<file path="config.mk">
export PLATFORM = sky130hd
export DESIGN_NAME = triangle_primitive_assembler_unit
export DESIGN_NICKNAME = d
export VERILOG_FILES = /design/src/design/tpa_pkg.sv /design/src/design/triangle_primitive_assembler_unit.sv /design/src/design/tpa_front.sv /design/src/design/tpa_queue.sv /design/src/design/tpa_back.sv
export SDC_FILE = /design/constraint.sdc
export NUM_CORES = 2
export LEC_CHECK = 0
export BUFFER_PORTS_ARGS = -buffer_cell sky130_fd_sc_hd__buf_2
export CORE_AREA = 8 8 647 330
export DETAILED_ROUTE_END_ITERATION = 10
export DIE_AREA = 0 0 655 338
export PLACE_DENSITY_LB_ADDON = 0.05
export SLEW_MARGIN = 30
export SYNTH_ARGS = -nofsm -noshare
export SYNTH_HDL_FRONTEND = slang
export SYNTH_SLANG_ARGS = --single-unit
</file>
<file path="constraint.sdc">
create_clock -name clock -period 124.9 [get_ports clock]
set_clock_uncertainty 0.05 [all_clocks]
set_input_delay 24.98 -clock clock [delete_from_list [all_inputs] [get_ports clock]]
set_output_delay 24.98 -clock clock [all_outputs]
set_load 0.01 [all_outputs]
</file>
<file path="src/design/tpa_pkg.sv">
package tpa_pkg;

   // Sizes
   localparam int MAX_VERTICES = 65536;
   localparam int VCOUNT_W     = $clog2(MAX_VERTICES + 1);
   localparam int TCOUNT_W     = 17;
   localparam int INDEX_W      = 16;
   localparam int WORD_W       = 32;
   localparam int QUEUE_DEPTH  = 2;
   localparam int QPTR_W       = (QUEUE_DEPTH > 1) ? $clog2(QUEUE_DEPTH) : 1;
   localparam int QCOUNT_W     = $clog2(QUEUE_DEPTH + 1);

   // Primitive modes
   localparam logic [1:0] MODE_LIST  = 2'd0;
   localparam logic [1:0] MODE_STRIP = 2'd1;
   localparam logic [1:0] MODE_FAN   = 2'd2;

   // Corner numbers
   localparam logic [1:0] CORNER_FIRST = 2'd0;
   localparam logic [1:0] CORNER_LAST  = 2'd2;

   // List-mode phase values (vertex number mod 3)
   localparam logic [1:0] PHASE_FIRST = 2'd0;
   localparam logic [1:0] PHASE_LAST  = 2'd2;

   typedef struct packed {
      logic [WORD_W-1:0] pos_x;
      logic [WORD_W-1:0] pos_y;
      logic [WORD_W-1:0] pos_z;
      logic [WORD_W-1:0] pos_w;
      logic [WORD_W-1:0] col_r;
      logic [WORD_W-1:0] col_g;
      logic [WORD_W-1:0] col_b;
      logic [WORD_W-1:0] col_a;
      logic              batch_last;
   } req_type;

   typedef struct packed {
      logic [INDEX_W-1:0] tri_index;
      logic [1:0]         corner;
      logic [WORD_W-1:0]  out_x;
      logic [WORD_W-1:0]  out_y;
      logic [WORD_W-1:0]  out_z;
      logic [WORD_W-1:0]  out_w;
      logic [WORD_W-1:0]  out_r;
      logic [WORD_W-1:0]  out_g;
      logic [WORD_W-1:0]  out_b;
      logic [WORD_W-1:0]  out_a;
      logic               run_end;
   } rsp_type;

   // One vertex worth of payload words
   typedef struct packed {
      logic [WORD_W-1:0] x;
      logic [WORD_W-1:0] y;
      logic [WORD_W-1:0] z;
      logic [WORD_W-1:0] w;
      logic [WORD_W-1:0] r;
      logic [WORD_W-1:0] g;
      logic [WORD_W-1:0] b;
      logic [WORD_W-1:0] a;
   } vertex_type;

   // Work handed from front to back: a triangle, a padding repeat, or both
   typedef struct packed {
      logic               has_tri;
      logic               has_pad;
      logic [INDEX_W-1:0] tri_index;
      logic [INDEX_W-1:0] pad_index;
      vertex_type         corner_a;
      vertex_type         corner_b;
      vertex_type         corner_c;
   } job_type;

   // Queue status seen by both sides
   typedef struct packed {
      logic full;
      logic empty;
   } queue_status_type;

   typedef enum logic {
      BACK_FIRST,
      BACK_PAD
   } back_state_type;

endpackage

</file>
<file path="src/design/triangle_primitive_assembler_unit.sv">
// Channel   Direction  Handshake            Payload
// req       in         req_valid/req_ready  tpa_pkg::req_type, one vertex
// rsp       out        rsp_valid/rsp_ready  tpa_pkg::rsp_type, one triangle corner
// csr       in         csr_wr_en            csr_wr_data, primitive mode
//
// A vertex is classified in the cycle it transfers; each triangle then leaves as three
// corners, one per cycle from the back-end sequencer unless rsp_ready holds it back.
// Vertices that form no triangle and add no padding are not queued.
// The two-entry job queue lets the front keep taking vertices while the output stalls.
// Synchronous reset clears counters, mode, queue and the output valid.
module triangle_primitive_assembler_unit (
   input  logic             clock,
   input  logic             reset,
   input  logic             csr_wr_en,
   input  logic [1:0]       csr_wr_data,
   input  logic             req_valid,
   output logic             req_ready,
   input  tpa_pkg::req_type req_data,
   output logic             rsp_valid,
   input  logic             rsp_ready,
   output tpa_pkg::rsp_type rsp_data
);

   tpa_pkg::queue_status_type q_status;
   tpa_pkg::job_type          push_job;
   tpa_pkg::job_type          head_job;
   logic                      push;
   logic                      pop;

   // classification and vertex history
   tpa_front u_front (
      .clock       (clock),
      .reset       (reset),
      .csr_wr_en   (csr_wr_en),
      .csr_wr_data (csr_wr_data),
      .req_valid   (req_valid),
      .req_ready   (req_ready),
      .req_data    (req_data),
      .q_status    (q_status),
      .push        (push),
      .push_job    (push_job)
   );

   // job queue between the two halves
   tpa_queue u_queue (
      .clock    (clock),
      .reset    (reset),
      .push     (push),
      .push_job (push_job),
      .pop      (pop),
      .head_job (head_job),
      .q_status (q_status)
   );

   // corner sequencer and output register
   tpa_back u_back (
      .clock     (clock),
      .reset     (reset),
      .head_job  (head_job),
      .q_status  (q_status),
      .pop       (pop),
      .rsp_valid (rsp_valid),
      .rsp_ready (rsp_ready),
      .rsp_data  (rsp_data)
   );

endmodule

</file>
<file path="src/design/tpa_front.sv">
module tpa_front (
   input  logic                      clock,
   input  logic                      reset,
   input  logic                      csr_wr_en,
   input  logic [1:0]                csr_wr_data,
   input  logic                      req_valid,
   output logic                      req_ready,
   input  tpa_pkg::req_type          req_data,
   input  tpa_pkg::queue_status_type q_status,
   output logic                      push,
   output tpa_pkg::job_type          push_job
);

   logic [1:0]                   mode_ff;
   logic [tpa_pkg::VCOUNT_W-1:0] vcount_ff, vcount_in;
   logic [tpa_pkg::TCOUNT_W-1:0] tcount_ff, tcount_in;
   logic [1:0]                   phase_ff, phase_in;
   tpa_pkg::vertex_type          pivot_ff, older_ff, newer_ff;
   tpa_pkg::vertex_type          last_a_ff, last_b_ff, last_c_ff;

   tpa_pkg::vertex_type          vert;
   tpa_pkg::vertex_type          sel_a, sel_b;
   logic                         accept;
   logic                         counted;
   logic                         formed;
   logic [tpa_pkg::TCOUNT_W-1:0] tcount_next;
   logic                         has_pad;

   assign req_ready = !q_status.full;
   assign accept    = req_valid && req_ready;

   assign vert = '{x: req_data.pos_x, y: req_data.pos_y, z: req_data.pos_z,
                   w: req_data.pos_w, r: req_data.col_r, g: req_data.col_g,
                   b: req_data.col_b, a: req_data.col_a};

   assign counted = vcount_ff < tpa_pkg::VCOUNT_W'(tpa_pkg::MAX_VERTICES);

   // classify the vertex against the mode in force
   always_comb begin
      formed = 1'b0;
      sel_a  = older_ff;
      sel_b  = newer_ff;
      unique case (mode_ff)
         tpa_pkg::MODE_LIST: begin
            formed = (phase_ff == tpa_pkg::PHASE_LAST);
         end
         tpa_pkg::MODE_STRIP: begin
            formed = (vcount_ff > tpa_pkg::VCOUNT_W'(1));
            if (vcount_ff[0]) begin
               sel_a = newer_ff;
               sel_b = older_ff;
            end
         end
         tpa_pkg::MODE_FAN: begin
            formed = (vcount_ff > tpa_pkg::VCOUNT_W'(1));
            sel_a  = pivot_ff;
         end
         default: formed = 1'b0;
      endcase
      formed = formed && counted;
   end

   assign tcount_next = formed ? tcount_ff + tpa_pkg::TCOUNT_W'(1) : tcount_ff;
   assign has_pad     = req_data.batch_last && tcount_next[0];

   // job for the back end; padding repeats the triangle just formed or the stored one
   always_comb begin
      push_job.has_tri   = formed;
      push_job.has_pad   = has_pad;
      push_job.tri_index = tcount_ff[tpa_pkg::INDEX_W-1:0];
      push_job.pad_index = tcount_next[tpa_pkg::INDEX_W-1:0];
      if (formed) begin
         push_job.corner_a = sel_a;
         push_job.corner_b = sel_b;
         push_job.corner_c = vert;
      end else begin
         push_job.corner_a = last_a_ff;
         push_job.corner_b = last_b_ff;
         push_job.corner_c = last_c_ff;
      end
   end

   assign push = accept && (formed || has_pad);

   // counter next values
   always_comb begin
      vcount_in = vcount_ff;
      tcount_in = tcount_ff;
      phase_in  = phase_ff;
      if (accept) begin
         if (req_data.batch_last) begin
            vcount_in = '0;
            tcount_in = '0;
            phase_in  = tpa_pkg::PHASE_FIRST;
         end else if (counted) begin
            vcount_in = vcount_ff + tpa_pkg::VCOUNT_W'(1);
            tcount_in = tcount_next;
            phase_in  = (phase_ff == tpa_pkg::PHASE_LAST) ? tpa_pkg::PHASE_FIRST
                                                          : phase_ff + 2'd1;
         end
      end
   end

   // control registers
   always_ff @(posedge clock) begin
      if (reset) begin
         mode_ff   <= tpa_pkg::MODE_LIST;
         vcount_ff <= '0;
         tcount_ff <= '0;
         phase_ff  <= tpa_pkg::PHASE_FIRST;
      end else begin
         if (csr_wr_en) begin
            mode_ff <= csr_wr_data;
         end
         vcount_ff <= vcount_in;
         tcount_ff <= tcount_in;
         phase_ff  <= phase_in;
      end
   end

   // vertex stores
   always_ff @(posedge clock) begin
      if (accept && counted) begin
         if (vcount_ff == '0) begin
            pivot_ff <= vert;
         end
         older_ff <= newer_ff;
         newer_ff <= vert;
         if (formed) begin
            last_a_ff <= sel_a;
            last_b_ff <= sel_b;
            last_c_ff <= vert;
         end
      end
   end

endmodule

</file>
<file path="src/design/tpa_queue.sv">
module tpa_queue (
   input  logic                      clock,
   input  logic                      reset,
   input  logic                      push,
   input  tpa_pkg::job_type          push_job,
   input  logic                      pop,
   output tpa_pkg::job_type          head_job,
   output tpa_pkg::queue_status_type q_status
);

   tpa_pkg::job_type             entries_ff [tpa_pkg::QUEUE_DEPTH];
   logic [tpa_pkg::QPTR_W-1:0]   wr_ptr_ff, wr_ptr_in;
   logic [tpa_pkg::QPTR_W-1:0]   rd_ptr_ff, rd_ptr_in;
   logic [tpa_pkg::QCOUNT_W-1:0] count_ff, count_in;

   assign q_status.full  = (count_ff == tpa_pkg::QCOUNT_W'(tpa_pkg::QUEUE_DEPTH));
   assign q_status.empty = (count_ff == '0);
   assign head_job       = entries_ff[rd_ptr_ff];

   // pointer and occupancy updates
   always_comb begin
      wr_ptr_in = wr_ptr_ff;
      rd_ptr_in = rd_ptr_ff;
      count_in  = count_ff;
      if (push) begin
         wr_ptr_in = (wr_ptr_ff == tpa_pkg::QPTR_W'(tpa_pkg::QUEUE_DEPTH - 1))
                     ? '0 : wr_ptr_ff + tpa_pkg::QPTR_W'(1);
      end
      if (pop) begin
         rd_ptr_in = (rd_ptr_ff == tpa_pkg::QPTR_W'(tpa_pkg::QUEUE_DEPTH - 1))
                     ? '0 : rd_ptr_ff + tpa_pkg::QPTR_W'(1);
      end
      if (push && !pop) begin
         count_in = count_ff + tpa_pkg::QCOUNT_W'(1);
      end else if (pop && !push) begin
         count_in = count_ff - tpa_pkg::QCOUNT_W'(1);
      end
   end

   always_ff @(posedge clock) begin
      if (reset) begin
         wr_ptr_ff <= '0;
         rd_ptr_ff <= '0;
         count_ff  <= '0;
      end else begin
         wr_ptr_ff <= wr_ptr_in;
         rd_ptr_ff <= rd_ptr_in;
         count_ff  <= count_in;
      end
   end

   // entry storage
   always_ff @(posedge clock) begin
      if (push) begin
         entries_ff[wr_ptr_ff] <= push_job;
      end
   end

endmodule

</file>
<file path="src/design/tpa_back.sv">
module tpa_back (
   input  logic                      clock,
   input  logic                      reset,
   input  tpa_pkg::job_type          head_job,
   input  tpa_pkg::queue_status_type q_status,
   output logic                      pop,
   output logic                      rsp_valid,
   input  logic                      rsp_ready,
   output tpa_pkg::rsp_type          rsp_data
);

   tpa_pkg::back_state_type state_ff, state_in;
   logic [1:0]              corner_ff, corner_in;
   logic                    rsp_valid_ff, rsp_valid_in;
   tpa_pkg::rsp_type        rsp_data_ff;

   logic                    advance;
   logic                    emit;
   logic                    pad_pass;
   logic                    last_corner;
   logic                    job_done;
   tpa_pkg::vertex_type     sel_vert;
   tpa_pkg::rsp_type        next_rsp;

   assign advance     = !rsp_valid_ff || rsp_ready;
   assign emit        = advance && !q_status.empty;
   assign last_corner = (corner_ff == tpa_pkg::CORNER_LAST);

   // next state
   always_comb begin
      state_in  = state_ff;
      corner_in = corner_ff;
      if (emit) begin
         if (last_corner) begin
            corner_in = tpa_pkg::CORNER_FIRST;
            state_in  = job_done ? tpa_pkg::BACK_FIRST : tpa_pkg::BACK_PAD;
         end else begin
            corner_in = corner_ff + 2'd1;
         end
      end
   end

   // outputs of the sequencer
   always_comb begin
      pad_pass = (state_ff == tpa_pkg::BACK_PAD) || !head_job.has_tri;
      job_done = last_corner && (pad_pass || !head_job.has_pad);
      pop      = emit && job_done;
      unique case (corner_ff)
         2'd0:    sel_vert = head_job.corner_a;
         2'd1:    sel_vert = head_job.corner_b;
         default: sel_vert = head_job.corner_c;
      endcase
      next_rsp.tri_index = pad_pass ? head_job.pad_index : head_job.tri_index;
      next_rsp.corner    = corner_ff;
      next_rsp.out_x     = sel_vert.x;
      next_rsp.out_y     = sel_vert.y;
      next_rsp.out_z     = sel_vert.z;
      next_rsp.out_w     = sel_vert.w;
      next_rsp.out_r     = sel_vert.r;
      next_rsp.out_g     = sel_vert.g;
      next_rsp.out_b     = sel_vert.b;
      next_rsp.out_a     = sel_vert.a;
      next_rsp.run_end   = job_done;
   end

   assign rsp_valid_in = emit ? 1'b1 : (rsp_valid_ff && !rsp_ready);

   always_ff @(posedge clock) begin
      if (reset) begin
         state_ff     <= tpa_pkg::BACK_FIRST;
         corner_ff    <= tpa_pkg::CORNER_FIRST;
         rsp_valid_ff <= 1'b0;
      end else begin
         state_ff     <= state_in;
         corner_ff    <= corner_in;
         rsp_valid_ff <= rsp_valid_in;
      end
   end

   // output register
   always_ff @(posedge clock) begin
      if (emit) begin
         rsp_data_ff <= next_rsp;
      end
   end

   assign rsp_valid = rsp_valid_ff;
   assign rsp_data  = rsp_data_ff;

endmodule
</file>
==> summary.md <==
| Metric | Value |
|---|---|
| CP required | `125.32 ns` |
| Worst Path Max Fanout | `58` |
| Die ar. | `221,000 um2` |
| CTS tree | `done` |
| Min Tclk post-route | `30.07 ns` |
| Share of layout cells above drive strength 1 | `14.2%` |
| Synth Area in Compound Gates | `5.82%` |
| Cts hold-fix bufs | `0` |
| Post-route antenna net violation count | `0` |
| Critical path class | `in2reg` |
| Maximum number of pins on one net before global-route repair | `196` |
| Period utilisation layout | `24.1%` |
| Maximum clock path buffer count | `4` |
| Initial Utilization | `65.5%` |
| Hold slack | `0.421 ns` |
| First-pass GRT wire length | `457,000 um` |
| Commonest non-fill, non-tap cell in the layout | `edfxtp_1` |
| Post-CTS Setup Inserts | `0` |
| DR DRC count | `0` |
| Core area | `205,000 um2` |
| Status | `completed` |
| Cell count after synthesis | `8,598` |
| Hold Vio Cnt, Final | `0` |
| Clk root buf | `clkbuf_16` |
| Max cap viols | `0` |
| Die width | `655 um` |
| Area growth from synthesis to layout | `10.2%` |
| Max Clock Freq | `33.3 MHz` |
| GRT Residual Overflow | `0` |
| Most frequent cells in the layout | `edfxtp_1, nand2_1, nor2_1` |
| Wl on met1 | `129,000 um` |
| Syn. warnings | `0` |
| Finish-stage setup viols | `0` |
| Avg WL per Cell | `25.4 um` |
| Setup WS pre-CTS | `93.96 ns` |
| Initial DRC count | `8,132` |
| PD cells | `15.5 nW/um2` |
| CP startpoint kind | `primary input` |
| Post-synth EDFFs | `3,415` |
| Fin. max-slew vios | `0` |
| Final GP Congestion | `0.763` |
| Worst slew pin tran | `1.11 ns` |
| Post-Synth Simple-Gate Area | `8.42%` |
| CTS sink count | `3,461` |
| Initial antenna violation count | `26` |
| Final nets | `9,316` |
| Hpwl dp | `172,000 um` |
| Flop and latch count out of synthesis | `3,461` |
| Synth cell types | `55` |
| Ys async rst share | `0%` |
| Power Total | `2300 uW` |
| P_leak | `0.0513 uW` |
| Clk pin slew, worst setup/hold paths | `0.06 ns` |
| Worst hold-check path type | `reg2reg` |
| Gr usage total | `27.1%` |
| Largest family of logic cells by synthesized area | `simple AND/OR/NAND/NOR gates` |
| Dpl cells | `11,500` |
| Ports | `541` |
| Mux cell area share after synthesis | `6.51%` |
| Drt pass-1 iters | `8` |
| Port buffer count | `540` |
| # H-tree levels | `5` |
| Worst Path Arrival | `30.48 ns` |
| Sequential fraction of the synthesis area | `77.1%` |
| Via/cell ratio | `6.20` |
| Post-Synth Adder-Cell Area | `0.0839%` |
| CP Capture Type | `flop` |
| Top Metal Used | `met5` |
| Xor/xnor share of the synthesized area | `0.189%` |
| RSZ-0062 raised after global routing | `no` |
| TNS Setup | `0 ns` |
| Worst setup slack after layout | `94.83 ns` |
| Final wirelength | `305,000 um` |
| Met2 Wirelength | `148,000 um` |
| Post-cts resize count | `0` |
| Synthesized area | `134,000 um2` |
| Total CTS buffers | `295` |
| Synthesized area per cell | `15.6 um2` |
| Non-filler cells, final | `12,000` |
| Peak VDD IR | `10.4 uV` |
| Site Rows | `118` |
| Met3 WL post-DR | `21,400 um` |
| Vias in the first global route | `73,200` |
| Synth Net Count | `8,871` |
| Prevailing post-synth register cell | `edfxtp_1` |
| Rel. slew slack | `26.2%` |
| Worst skew pair latency | `0.84 ns` |
| Vias | `74,500` |
| Die height | `338 um` |
synth_stat cells, types with 6 or more instances:
library cell	n	share of area [%]
ha_1	9	0.084
inv_1	13	0.036
nand3_1	13	0.048
clkbuf_1	195	0.55
buf_2	190	0.71
edfxtp_1	3415	76
buf_1	38	0.11
nor2_1	555	1.6
a22o_1	512	3.3
and3_1	8	0.037
a21oi_1	269	1.0
xnor2_1	20	0.13
dfxtp_1	46	0.69
a31oi_1	266	1.2
buf_4	56	0.31
buf_6	25	0.21
xor2_1	9	0.059
o21ai_0	10	0.037
nand2b_1	6	0.028
nand2_1	2325	6.5
and2_1	9	0.042
mux4_2	272	4.6
nor3_1	14	0.052
mux2i_1	260	1.9
routing by layer:
metal,global-route usage [%],vias up
li1,-,33200
met1,39.4,37900
met2,44.6,3037
met3,3.76,431
met4,5.90,2
met5,0,-
stage by stage:
| stage | area, um2 | utilization, % |
|---|---|---|
| finish | 148000 | 72.2 |
| global route | 148000 | 72.2 |
| CTS | 148000 | 72.1 |
| detailed placement | 139000 | 67.9 |
| global placement | 139000 | 67.8 |
| floorplan | 134000 | - |
power breakdown:
group | switching (uW) | internal (uW) | leakage [uW] | total [uW]
Clock | 398 | 469 | 0.00429 | 867
Sequential | 11.6 | 1310 | 0.0318 | 1320
Combinational | 78.9 | 32.1 | 0.0152 | 111
cells by family after synthesis:
logic type               Yosys count
adder cells (fa/ha/maj)            9
AND/OR/NAND/NOR                 2959
AO/OA/AOI/OAI                   1089
flip-flops                      3461
buffers and inverters            518
multiplexers                     533
XOR/XNOR                          29
path summary, 6_finish.rpt:
path,start,to,slack [ns],depth (start not counted)
hold reg to reg,u_front.newer_ff[25],u_front.older_ff[25],0.42,0
hold / removal,u_front.newer_ff[25],u_front.older_ff[25],0.42,0
setup / recovery,req_valid,u_queue.entries_ff[0][565],94.83,10
setup reg to reg,u_front.mode_ff[1],u_queue.entries_ff[0][565],117.22,12
critical path: stages:
cell and delay [ns]:
buf_2 0.17, nand2_1 0.18, a21oi_1 0.37, nor2b_4 0.21
buf_4 0.62, buf_4 0.71, buf_4 0.75, buf_4 0.73
buf_4 0.81, buf_4 0.68
layout make-up:
class	instances	area, um2
Antenna cell	10	25.0
Clock buffer	377	7980
Clock inverter	124	801
Fill cell	12900	56900
Inverter	14	72.6
Multi-Input combinational cell	4619	28300
Sequential cell	3461	103000
Tap cell	2760	3450
Timing Repair Buffer	652	3910
registers in the layout, indices dropped and copies added, names as in the netlist, 16 cells and up, named ones only:
| name | flops |
|---|---|
| u_front.older_ff | 256 |
| u_front.tcount_ff | 16 |
| u_front.last_b_ff | 256 |
| u_front.newer_ff | 256 |
| u_queue.entries_ff | 1604 |
| u_back.rsp_data | 275 |
| u_front.pivot_ff | 256 |
| u_front.last_c_ff | 256 |
| u_front.last_a_ff | 256 |
| u_front.vcount_ff | 17 |
Power figures use the tool's default switching activity.
